File: src/rtl/ssht_pkg.sv
// Package for the SSH client handshake tracker.
// Holds the action codes, protocol constants and the structs shared by the tracker modules.
// No dependencies.
package ssht_pkg;

    localparam int unsigned ByteWidth   = 8;
    localparam int unsigned ActionWidth = 3;
    localparam int unsigned CountWidth  = 32;

    // Client actions reported per received byte.
    localparam logic [ActionWidth-1:0] ACT_NONE    = 3'd0;
    localparam logic [ActionWidth-1:0] ACT_BANNER  = 3'd1;
    localparam logic [ActionWidth-1:0] ACT_KEXINIT = 3'd2;
    localparam logic [ActionWidth-1:0] ACT_NEWKEYS = 3'd3;
    localparam logic [ActionWidth-1:0] ACT_CLOSE   = 3'd4;

    // SSH message codes and framing constants.
    localparam logic [ByteWidth-1:0]  CODE_KEXINIT = 8'h14;
    localparam logic [ByteWidth-1:0]  CODE_NEWKEYS = 8'h15;
    localparam logic [ByteWidth-1:0]  CHAR_LF      = 8'h0A;
    localparam logic [CountWidth-1:0] LEN_MIN      = 32'd3;

    // A registered byte waiting to be processed.
    typedef struct packed {
        logic                 valid;
        logic [ByteWidth-1:0] data_byte;
    } ssht_step_t;

    // The result of processing one byte.
    typedef struct packed {
        logic [ActionWidth-1:0] action;
        logic                   halted;
    } ssht_result_t;

endpackage

File: src/rtl/ssht_byte_if.sv
// Channel interfaces of the SSH client handshake tracker.
// One carries received server bytes, the other carries per-byte results; both use ssht_pkg.
interface ssht_byte_if;
    logic                           valid;
    logic                           ready;
    logic [ssht_pkg::ByteWidth-1:0] data_byte;

    modport source (output valid, output data_byte, input ready);
    modport sink   (input valid, input data_byte, output ready);
endinterface

interface ssht_result_if;
    logic                             valid;
    logic                             ready;
    logic [ssht_pkg::ActionWidth-1:0] action;
    logic                             halted;

    modport source (output valid, output action, output halted, input ready);
    modport sink   (input valid, input action, input halted, output ready);
endinterface

File: src/rtl/ssht_in_stage.sv
// Input register of the SSH client handshake tracker.
// Captures one server byte per request; depends on ssht_pkg and ssht_byte_if.
module ssht_in_stage (
    input  logic                 clk,
    input  logic                 rst_n,
    ssht_byte_if.sink            bytes,
    input  logic                 take,
    output ssht_pkg::ssht_step_t step
);

    logic                                valid_reg;
    logic [ssht_pkg::ByteWidth-1:0]      byte_reg;
    logic                                accept;

    // The register frees up whenever its content moves on.
    assign bytes.ready = !valid_reg || take;
    assign accept      = bytes.valid && bytes.ready;

    always_ff @(posedge clk or negedge rst_n)
    begin
        if (!rst_n)
        begin
            valid_reg <= 1'b0;
        end
        else if (accept)
        begin
            valid_reg <= 1'b1;
        end
        else if (take)
        begin
            valid_reg <= 1'b0;
        end
    end

    always_ff @(posedge clk)
    begin
        if (accept)
        begin
            byte_reg <= bytes.data_byte;
        end
    end

    assign step.valid     = valid_reg;
    assign step.data_byte = byte_reg;

endmodule

File: src/rtl/ssht_core.sv
// Handshake state tracker of the SSH client handshake tracker.
// Holds the phase and the packet byte count and works out the action for each byte; uses ssht_pkg.
module ssht_core (
    input  logic                   clk,
    input  logic                   rst_n,
    input  ssht_pkg::ssht_step_t   step,
    input  logic                   fire,
    output ssht_pkg::ssht_result_t result
);

    typedef enum logic [3:0] {
        PH_IDENT,
        PH_LEN1,
        PH_LEN2,
        PH_LEN3,
        PH_LEN4,
        PH_PADLEN,
        PH_CODE,
        PH_DISCARD,
        PH_NEWKEYS,
        PH_LAST,
        PH_ERROR,
        PH_DONE
    } phase_t;

    phase_t                              phase_reg;
    phase_t                              phase_next;
    logic [ssht_pkg::CountWidth-1:0]     remaining_reg;
    logic [ssht_pkg::CountWidth-1:0]     remaining_next;
    logic [ssht_pkg::CountWidth-1:0]     remaining_dec;
    logic [ssht_pkg::CountWidth-1:0]     length_full;
    logic [ssht_pkg::ActionWidth-1:0]    action;
    logic [ssht_pkg::ByteWidth-1:0]      b;
    logic                                ident_ok;

    assign b             = step.data_byte;
    assign remaining_dec = remaining_reg - {{(ssht_pkg::CountWidth-1){1'b0}}, 1'b1};
    assign length_full   = {remaining_reg[ssht_pkg::CountWidth-1:ssht_pkg::ByteWidth], b};

    // Printable characters and white space are legal in the identification line.
    assign ident_ok = ((b >= 8'h09) && (b <= 8'h0D)) || ((b >= 8'h20) && (b <= 8'h7E));

    always_comb
    begin
        phase_next     = phase_reg;
        remaining_next = remaining_reg;
        action         = ssht_pkg::ACT_NONE;
        unique case (phase_reg)
            PH_IDENT:
            begin
                if (!ident_ok)
                begin
                    phase_next = PH_ERROR;
                    action     = ssht_pkg::ACT_CLOSE;
                end
                else if (b == ssht_pkg::CHAR_LF)
                begin
                    remaining_next = '0;
                    phase_next     = PH_LEN1;
                    action         = ssht_pkg::ACT_BANNER;
                end
            end
            PH_LEN1:
            begin
                remaining_next = {b, {(ssht_pkg::CountWidth-ssht_pkg::ByteWidth){1'b0}}};
                phase_next     = PH_LEN2;
            end
            PH_LEN2:
            begin
                remaining_next[23:16] = b;
                phase_next            = PH_LEN3;
            end
            PH_LEN3:
            begin
                remaining_next[15:8] = b;
                phase_next           = PH_LEN4;
            end
            PH_LEN4:
            begin
                remaining_next = length_full;
                if (length_full < ssht_pkg::LEN_MIN)
                begin
                    phase_next = PH_ERROR;
                    action     = ssht_pkg::ACT_CLOSE;
                end
                else
                begin
                    phase_next = PH_PADLEN;
                end
            end
            PH_PADLEN:
            begin
                remaining_next = remaining_dec;
                phase_next     = PH_CODE;
            end
            PH_CODE:
            begin
                remaining_next = remaining_dec;
                if (b == ssht_pkg::CODE_KEXINIT)
                begin
                    action     = ssht_pkg::ACT_KEXINIT;
                    phase_next = PH_DISCARD;
                end
                else if (b == ssht_pkg::CODE_NEWKEYS)
                begin
                    action     = ssht_pkg::ACT_NEWKEYS;
                    phase_next = PH_NEWKEYS;
                end
                else
                begin
                    phase_next = PH_DISCARD;
                end
            end
            PH_DISCARD:
            begin
                remaining_next = remaining_dec;
                if (remaining_dec == '0)
                begin
                    phase_next = PH_LEN1;
                end
            end
            PH_NEWKEYS:
            begin
                remaining_next = remaining_dec;
                if (remaining_dec == '0)
                begin
                    phase_next = PH_LAST;
                end
            end
            PH_LAST:
            begin
                action     = ssht_pkg::ACT_CLOSE;
                phase_next = PH_DONE;
            end
            default:
            begin
                phase_next = phase_reg;
            end
        endcase
    end

    always_ff @(posedge clk or negedge rst_n)
    begin
        if (!rst_n)
        begin
            phase_reg     <= PH_IDENT;
            remaining_reg <= '0;
        end
        else if (fire)
        begin
            phase_reg     <= phase_next;
            remaining_reg <= remaining_next;
        end
    end

    assign result.action = action;
    assign result.halted = (phase_next >= PH_ERROR);

    // Once in error or finished, the phase never changes again.
    a_halt_sticky: assert property (@(posedge clk) disable iff (!rst_n)
        (phase_reg == PH_ERROR || phase_reg == PH_DONE) |=> $stable(phase_reg))
        else $error("ssht_core: left a halted phase");

    // While counting off packet bytes, at least one byte is always still owed.
    a_count_nonzero: assert property (@(posedge clk) disable iff (!rst_n)
        (phase_reg == PH_DISCARD || phase_reg == PH_NEWKEYS) |-> (remaining_reg != '0))
        else $error("ssht_core: empty packet count in a counting phase");

    // A close always goes with a halted result.
    a_close_halts: assert property (@(posedge clk) disable iff (!rst_n)
        (fire && result.action == ssht_pkg::ACT_CLOSE) |-> result.halted)
        else $error("ssht_core: close without halt");

    // A newline in the identification line starts packet deframing.
    a_banner_to_len: assert property (@(posedge clk) disable iff (!rst_n)
        (fire && phase_reg == PH_IDENT && b == ssht_pkg::CHAR_LF) |=> (phase_reg == PH_LEN1))
        else $error("ssht_core: banner did not start length capture");

endmodule

File: src/rtl/ssht_out_stage.sv
// Result register of the SSH client handshake tracker.
// Holds one result until the receiver takes it; depends on ssht_pkg and ssht_result_if.
module ssht_out_stage (
    input  logic                   clk,
    input  logic                   rst_n,
    input  ssht_pkg::ssht_result_t result,
    input  logic                   load,
    output logic                   space,
    ssht_result_if.source          results
);

    logic                    valid_reg;
    ssht_pkg::ssht_result_t  result_reg;

    // The register can take a new result when empty or being emptied now.
    assign space = !valid_reg || results.ready;

    always_ff @(posedge clk or negedge rst_n)
    begin
        if (!rst_n)
        begin
            valid_reg <= 1'b0;
        end
        else if (load)
        begin
            valid_reg <= 1'b1;
        end
        else if (results.ready)
        begin
            valid_reg <= 1'b0;
        end
    end

    always_ff @(posedge clk)
    begin
        if (load)
        begin
            result_reg <= result;
        end
    end

    assign results.valid  = valid_reg;
    assign results.action = result_reg.action;
    assign results.halted = result_reg.halted;

endmodule

File: src/rtl/ssh_client_handshake_tracker_top.sv
// Top level of the SSH client handshake tracker.
// Connects the input register, the state tracker and the result register; uses ssht_pkg and
// the channel interfaces in ssht_byte_if.sv.
//
// The block follows the server side of an SSH handshake seen by a client. Each request on the
// server_bytes channel carries one received byte, in stream order. For every byte exactly one
// request leaves on the actions channel: the client action it triggers (none, send banner,
// send key-exchange-init, send new-keys, close) and a halted flag that is set once the
// connection is in error or finished and further bytes are ignored.
//
// A byte is registered on acceptance and processed by the tracker once the result register
// has room, and its result is registered there. The tracker's state updates as that result
// is loaded, so one byte per cycle is sustained while the receiver takes every result.
//
// When the receiver stalls, the result register holds its request and the input register can
// still take one more byte; after that server_bytes.ready drops until results move on.
// Reset puts the tracker in the identification-line phase with a zero packet count and
// empties both registers.
module ssh_client_handshake_tracker_top (
    input  logic          clk,
    input  logic          rst_n,
    ssht_byte_if.sink     server_bytes,
    ssht_result_if.source actions
);

    ssht_pkg::ssht_step_t   step;
    ssht_pkg::ssht_result_t result;
    logic                   space;
    logic                   fire;

    // A byte is processed when it is held and the result register has room for its result.
    assign fire = step.valid && space;

    ssht_in_stage u_in_stage (
        .clk   (clk),
        .rst_n (rst_n),
        .bytes (server_bytes),
        .take  (space),
        .step  (step)
    );

    ssht_core u_core (
        .clk    (clk),
        .rst_n  (rst_n),
        .step   (step),
        .fire   (fire),
        .result (result)
    );

    ssht_out_stage u_out_stage (
        .clk     (clk),
        .rst_n   (rst_n),
        .result  (result),
        .load    (fire),
        .space   (space),
        .results (actions)
    );

endmodule

File: src/flat_wrapper.sv
// flat-port wrapper written by rule: the top's interface ports become plain ports
module ssh_client_handshake_tracker_top_flat 
  (clk, rst_n, server_bytes_valid, server_bytes_data_byte, server_bytes_ready, actions_valid, actions_action, actions_halted, actions_ready);
  ssht_byte_if server_bytes_i ();
  ssht_result_if actions_i ();
  input  logic clk;
  input  logic rst_n;
  input wire logic [$bits(server_bytes_i.valid)-1:0] server_bytes_valid;
  input wire logic [$bits(server_bytes_i.data_byte)-1:0] server_bytes_data_byte;
  output wire logic [$bits(server_bytes_i.ready)-1:0] server_bytes_ready;
  output wire logic [$bits(actions_i.valid)-1:0] actions_valid;
  output wire logic [$bits(actions_i.action)-1:0] actions_action;
  output wire logic [$bits(actions_i.halted)-1:0] actions_halted;
  input wire logic [$bits(actions_i.ready)-1:0] actions_ready;
  assign server_bytes_i.valid = server_bytes_valid;
  assign server_bytes_i.data_byte = server_bytes_data_byte;
  assign server_bytes_ready = server_bytes_i.ready;
  assign actions_valid = actions_i.valid;
  assign actions_action = actions_i.action;
  assign actions_halted = actions_i.halted;
  assign actions_i.ready = actions_ready;
  ssh_client_handshake_tracker_top u_core (.clk(clk), .rst_n(rst_n), .server_bytes(server_bytes_i), .actions(actions_i));
endmodule
File: config.mk
export PLATFORM = sky130hd
export DESIGN_NAME = ssh_client_handshake_tracker_top_flat
export DESIGN_NICKNAME = d
export VERILOG_FILES = /design/src/rtl/ssht_pkg.sv /design/src/rtl/ssht_byte_if.sv /design/src/rtl/ssht_in_stage.sv /design/src/rtl/ssht_core.sv /design/src/rtl/ssht_out_stage.sv /design/src/rtl/ssh_client_handshake_tracker_top.sv /design/src/flat_wrapper.sv
export SDC_FILE = /design/constraint.sdc
export NUM_CORES = 1
export LEC_CHECK = 0
export ABC_AREA = 1
export BUFFER_PORTS_ARGS = -buffer_cell sky130_fd_sc_hd__buf_4
export CORE_MARGIN = 1
export CORE_UTILIZATION = 40
export CTS_BUF_LIST = sky130_fd_sc_hd__clkbuf_8
export DETAILED_ROUTE_END_ITERATION = 12
export PLACE_DENSITY_LB_ADDON = 0.12
export SLEW_MARGIN = 5
export SYNTH_ARGS = -nofsm -noshare
export SYNTH_HDL_FRONTEND = slang
export SYNTH_HIERARCHICAL = 1
export SYNTH_SLANG_ARGS = --single-unit
File: constraint.sdc
create_clock -name clk -period 5.95 [get_ports clk]
set_clock_uncertainty 0.15 [all_clocks]
set_input_delay 0.595 -clock clk [delete_from_list [all_inputs] [get_ports clk]]
set_output_delay 0.595 -clock clk [all_outputs]
set_load 0.02 [all_outputs]
==> results.cfg, run 1 <==
[routing]
drcViolationCount = 0
first_iter_violations = 248
drt-pass1-iter-count = 5
drtAntennaViolNets = 0
wl_um = 10900
vias_per_cell = 5.45
num_vias = 3659
post_drt_wl_per_cell_um = 16.2

[pwr]
finalPower_mw = 2.21
power_density_mw_per_mm2 = 557
seq_power_share_pct = 28.1
pwr-share-comb_pct = 60.7
leakagePower_nw = 1.85
intPower_uw = 996
p_sw_share_pct = 54.9
vdd_ir_drop_max_mv = 0.244
p_sw_mw = 1.21
clkPwrFrac_pct = 11.2

[cells_and_area]
drive_gt1_share_pct = 11.5
largest_reg_flops = 32
fin_nets = 576
post-route-util_pct = 45.2
final_area_sq_mm = 0.00396
area_growth_pct = 8.60
antenna-diode-count = 0
stdcell_count = 671

[setup_path]
worstPathArrival_ns = 2.75
crit_slowest_cell = dfrtp_1
cpMostUsedCell = nand2_1
crit_path_cell_trace = inv_1 -> ha_1 -> nand2_2 -> nor2_4 -> nand2_1 -> nor2_1 -> xor2_1 -> nand2_1 -> nor2_2 -> nand3_1 -> nand2_1 -> nand4_1 -> nand2_1 -> inv_1
ff2ff_path_depth = 14
crit_path_max_incr_delay_ns = 0.41
path_max_fanout = 5
startpoint_type = flip-flop
crit_type = flip-flop to flip-flop
endpoint_kind = flip-flop
crit_required_ns = 5.88

[placement]
dpl.cell_count = 663
port_buffers = 17
dp_hpwl_um = 8420
dpl_cell_area_sq_mm = 0.00385
gp_congestion = 0.930

[global_route]
grt_pass1_vias = 3401
antenna_found_initial = 0
overflow = 0
grt_max_degree = 39
grt_pass1_wl_um = 17700
gr-usage-all-layers_pct = 23.8

[timing]
setup_viol = 0
worstMarginPinSlew_ns = 0.707
rsz0062_at_grt = false
slew_headroom_pct = 52.9
fin_crit_ns = 2.83
timing.final.crit_share_pct = 47.5
tns_ns = 0
finalHoldViolCount = 0
fmax_mhz = 354
slew_violations = 0

[cts]
cts.sinks = 50
cts-resized-gates = 0
postCtsSetupRepairBufs = 0
cts_inserted_buffers = 5
ctsHtreeMaxLevel = 2
path_clk_slew_ns = 0.11
clockBufferDepth = 2
clock-root-buffer = clkbuf_8
cts_tree = built
holdBufCountCts = 0
insertion_delay_ns = 0.31

[yosys]
async_flop_share_pct = 76.0
synth-main-ff-cell = dfrtp_1
syn_avg_cell_area_sq_um = 6.68
synth_top_area_cell = dfrtp_1
syn_nets = 560
netlist_area_sq_mm = 0.00365
yosysUniqueCellTypes = 35
yosysTopAreaCellShare_pct = 26.1
ys_seq_elements = 50
synth.area.top_cells = dfrtp_1 (26%), nand2_1 (16%), edfxtp_1 (9.9%), nor2_1 (9.4%), inv_1 (6.3%)
yosys.cell_count.top_type = nand2_1
synth_edf_count = 12
synth_common_cells = nand2_1 (159), nor2_1 (91), inv_1 (61), dfrtp_1 (38), nand3_1 (28)
syn_inst = 546
synth-seq-area-share_pct = 35.9
ys_warn_count = 6

[floorplanning]
core_area_sq_mm = 0.00876
ios = 18
initial_core_util_pct = 41.6
die_width_um = 97.5
row_count = 34
die_area_sq_mm = 0.00951
dieHeight_um = 97.5

[min_path]
holdCritPathClass = primary input to async pin

[run]
cap_viol_max_count = 0

[status]
run_status = completed
-- metal layers --
metal	share of wire, %	global-route usage [%]
met5	0	0
met4	3.5	10.2
met3	5.6	3.67
met2	45	37.3
met1	46	32.6
-- worst max-delay path: cells and delay by family (launching register included) --
family,cells,cell delay [ns]
xor gates and xnor gates,1,0.24
adders and majority gates,1,0.33
buffers and inverters,2,0.18
DFF,1,0.41
and+or+nand+nor,10,1.30
-- final timing paths --
| check | endpoint | slack [ns] | startpoint |
|---|---|---|---|
| max in group asynchronous | u_core/u_core/remaining_reg[26]$_DFFE_PN0P_ | 5.17 | rst_n |
| min in group clk | u_core/u_in_stage/byte_reg[7]$_DFFE_PP_ | 0.30 | server_bytes_data_byte[7] |
| max | u_core/u_out_stage/results.halted$_DFFE_PP_ | 3.12 | u_core/u_core/remaining_reg[0]$_DFFE_PN0P_ |
| min | u_core/u_core/remaining_reg[11]$_DFFE_PN0P_ | 0.1 | rst_n |
| min reg2reg | u_core/u_out_stage/results.valid$_DFFE_PN0P_ | 0.38 | u_core/u_out_stage/results.valid$_DFFE_PN0P_ |
| max reg2reg | u_core/u_out_stage/results.halted$_DFFE_PP_ | 3.12 | u_core/u_core/remaining_reg[0]$_DFFE_PN0P_ |
-- layout by cell type, fill, tap and decap left out, drive strengths merged, types with 4 or more instances in the layout --
cell,count
edfxtp,12
a21oi,15
o22ai,4
clkbuf,5
o21ai,47
nand3,28
nand4,10
dfrtp,38
buf,17
a22oi,16
nor3,9
nor2,107
nand2,166
inv,70
-- power by group through the flow --
stage	Combinational, mW	Clock [mW]	Sequential, mW
final	1.34	0.247	0.621
after floorplan	1.04	0	0.577
after detailed placement	1.31	0	0.623
after CTS	1.32	0.257	0.617
after global placement	1.32	0	0.620
after global routing	1.50	0.270	0.637
-- area by class of cell --
cell class | instances | area, sq um
clock buffer | 5 | 68.8
clock inverter | 3 | 41.3
fill | 926 | 4800
inverter | 69 | 262
multi-input combinational | 419 | 2020
sequential | 50 | 1310
tap | 108 | 135
timing repair buffer | 17 | 128
-- cells by family after synthesis --
logic type	share of synthesized area, %
AOI/OAI and AO/OA	14.4
xor gates and xnor gates	0.960
adders and majority gates	0.686
buffers and inverters	8.78
DFF	35.9
and+or+nand+nor	39.3
-- through the flow --
step | hold slack, ns | setup slack [ns]
3_5_place_dp | 0.357 | 3.23
4_1_cts | 0.121 | 3.20
5_1_grt | 0.143 | 2.89
6_report | 0.0985 | 3.12
2_1_floorplan | 0.149 | 3.67
3_3_place_gp | 0.359 | 3.24
Note: power is estimated with default switching activity, not from simulation.
==> inputs of run 2 (changes only) <==
--- a/config.mk
+++ b/config.mk
@@ -5,7 +5,7 @@
 export SDC_FILE = /design/constraint.sdc
 export NUM_CORES = 1
 export LEC_CHECK = 0
-export ABC_AREA = 1
+export ABC_AREA = 0
 export BUFFER_PORTS_ARGS = -buffer_cell sky130_fd_sc_hd__buf_4
 export CORE_MARGIN = 1
 export CORE_UTILIZATION = 40
==> constraint.sdc (replaced) <==
create_clock -name clk -period 2.6 [get_ports clk]
set_clock_uncertainty 0.15 [all_clocks]
set_input_delay 0.26 -clock clk [delete_from_list [all_inputs] [get_ports clk]]
set_output_delay 0.26 -clock clk [all_outputs]
set_load 0.02 [all_outputs]
==> run 2 against run 1 <==
  * The flow now finishes with violations (negative setup slack)
  * Sequential cell count is the same
  * First-iteration DRC count grew 44%
  * Maximum frequency grew 1.1%
  * Die area shrank 6.7%
  * Cell count shrank 7.0%
  * Hold slack lost 0.019 ns
  * Sequential share of layout area shrank 5.9 points
  * Design area grew 22%
  * Critical path type unchanged
  * Critical endpoint unchanged
==> results.cfg, run 2 <==
[yosys]
synth-main-ff-cell = dfrtp_1
ys_warn_count = 6
syn_inst = 414
netlist_area_sq_mm = 0.00340
ys_seq_elements = 50
synth_common_cells = o21ai_0 (63), nor2_1 (45), dfrtp_1 (38), a21oi_1 (34), nand2_1 (27)
synth-seq-area-share_pct = 38.5
syn_avg_cell_area_sq_um = 8.22
yosysTopAreaCellShare_pct = 28.0
async_flop_share_pct = 76.0
synth_edf_count = 12
syn_nets = 428
synth.area.top_cells = dfrtp_1 (28%), edfxtp_1 (11%), o21ai_0 (9.3%), a21oi_1 (5.0%), nor2_1 (5.0%)
yosys.cell_count.top_type = o21ai_0
synth_top_area_cell = dfrtp_1
yosysUniqueCellTypes = 68

[floorplanning]
row_count = 33
core_area_sq_mm = 0.00822
die_width_um = 94.2
ios = 18
dieHeight_um = 94.2
initial_core_util_pct = 41.4
die_area_sq_mm = 0.00888

[setup_path]
rr_endpoint = u_core/u_out_stage/results.halted$_DFFE_PP_
crit_type = flip-flop to flip-flop
path_max_fanout = 5
reg2reg_slack_ns = -0.20
worstPathArrival_ns = 2.71
endpoint_kind = flip-flop
endpoint = u_core/u_out_stage/results.halted$_DFFE_PP_
startpoint_type = flip-flop
crit_required_ns = 2.51
regToRegStartpoint = u_core/u_core/remaining_reg[0]$_DFFE_PN0P_
ff2ff_path_depth = 7
critical_path.startpoint = u_core/u_core/remaining_reg[0]$_DFFE_PN0P_

[routing]
post_drt_wl_per_cell_um = 17.9
drcViolationCount = 0
num_vias = 3718
wl_um = 11200
drtAntennaViolNets = 0
drt-pass1-iter-count = 5
vias_per_cell = 5.96
first_iter_violations = 358

[global_route]
grt_pass1_vias = 3438
grt_pass1_wl_um = 17500
overflow = 0
antenna_found_initial = 0
gr-usage-all-layers_pct = 25.9
grt_max_degree = 39

[cts]
cts_tree = built
ctsHtreeMaxLevel = 2
insertion_delay_ns = 0.31
cts.sinks = 50
clockBufferDepth = 2
cts_inserted_buffers = 5
path_clk_slew_ns = 0.09
clock-root-buffer = clkbuf_8

[run]
cap_viol_max_count = 0

[status]
run_status = complete, but fails checks
violations = negative setup slack

[timing]
setup_viol = 4
final.setup.worst_slack_ns = -0.196
finalHoldViolCount = 0
slew_headroom_pct = 61.9
fmax_mhz = 358
slew_violations = 0
tns_ns = -0.584
rsz0062_at_grt = true
worstMarginPinSlew_ns = 0.568
timing.final.crit_share_pct = 108
fin_crit_ns = 2.80

[placement]
dp_hpwl_um = 7690
gp_congestion = 0.913
port_buffers = 17

[cells_and_area]
area_growth_pct = 42.0
fin_nets = 532
final_common_cell = buf_4
antenna-diode-count = 0
multi_input_area_sq_mm = 0.00218
final_cell_mix = buf_4 (106), nor2_1 (45), dfrtp_1 (38)
nFillCells = 722
drive_gt1_share_pct = 36.8
regArea_sq_mm = 0.00131
largest_reg_flops = 32

[min_path]
holdCritPathClass = primary input to flip-flop
-- run 2: per-layer routing --
layer / GRT usage (%) / share of wire [%]
met2: 42.2 / 48
met1: 35.3 / 43
met4: 7.56 / 2.4
met5: 0 / 0
met3: 3.88 / 6.2
-- run 2: worst min-delay path by stage --
stage                              from                                           end  cells after the start  slack (ns)
after floorplan                   rst_n        u_core/u_core/phase_reg[0]$_DFFE_PN0P_                      0       -0.19
after global placement            rst_n    u_core/u_core/remaining_reg[3]$_DFFE_PN0P_                      1        0.12
after detailed placement          rst_n    u_core/u_core/remaining_reg[5]$_DFFE_PN0P_                      1        0.12
after CTS                 actions_ready  u_core/u_out_stage/results.valid$_DFFE_PN0P_                      3        0.07
after global routing      actions_ready  u_core/u_out_stage/results.valid$_DFFE_PN0P_                      3        0.08
final                     actions_ready  u_core/u_out_stage/results.valid$_DFFE_PN0P_                      3        0.08
-- run 2: stage by stage --
stage	setup WS, ns	std cells	utilization (%)	hold WS [ns]	cell area, sq um
floorplan	-0.341	414	-	-0.186	3440
global placement	-0.265	591	51.1	0.119	4200
detailed placement	-0.304	591	51.1	0.122	4200
CTS	-0.207	617	55.8	0.0676	4590
global route	-0.301	624	58.8	0.0804	4830
finish	-0.196	624	58.8	0.0791	4830
-- run 2: cells by family after synthesis --
| family | Yosys count | synth area share, % |
|---|---|---|
| AOI/OAI and AO/OA | 150 | 26.7 |
| xor gates and xnor gates | 5 | 1.29 |
| adders and majority gates | 2 | 0.735 |
| buffers and inverters | 44 | 5.59 |
| DFF | 50 | 38.5 |
| muxes | 1 | 0.294 |
| and+or+nand+nor | 162 | 26.8 |
-- run 2: final cells by class --
type / count / share of cell area (%)
clock buffers: 5 / 1.42
inverters: 12 / 0.932
multi-input cells: 320 / 45.0
repair buffers: 129 / 21.9
clock inverters: 3 / 0.855
well taps: 105 / 2.72
flip-flops and latches: 50 / 27.1
-- run 2: timing repair --
item,4_1_cts,5_1_grt
endpoints found under the setup margin,29,38
gates cloned,2,1
gates resized for setup,44,72
hold endpoints to repair,47,0
setup buffers,7,6
pin swaps,20,20
hold buffers,10,0
-- run 2: critical path: stages (launching register included) --
cell	delay, ns
dfrtp_1	0.44
or4_4	0.57
or3_4	0.37
nor3_4	0.14
xor2_1	0.09
a2111o_1	0.38
o41ai_2	0.32
a21oi_1	0.10
Power of run 2 is left out: the tool's default activity adds up to more than one toggle a clock period on the data nets, which glitch-free logic cannot reach.
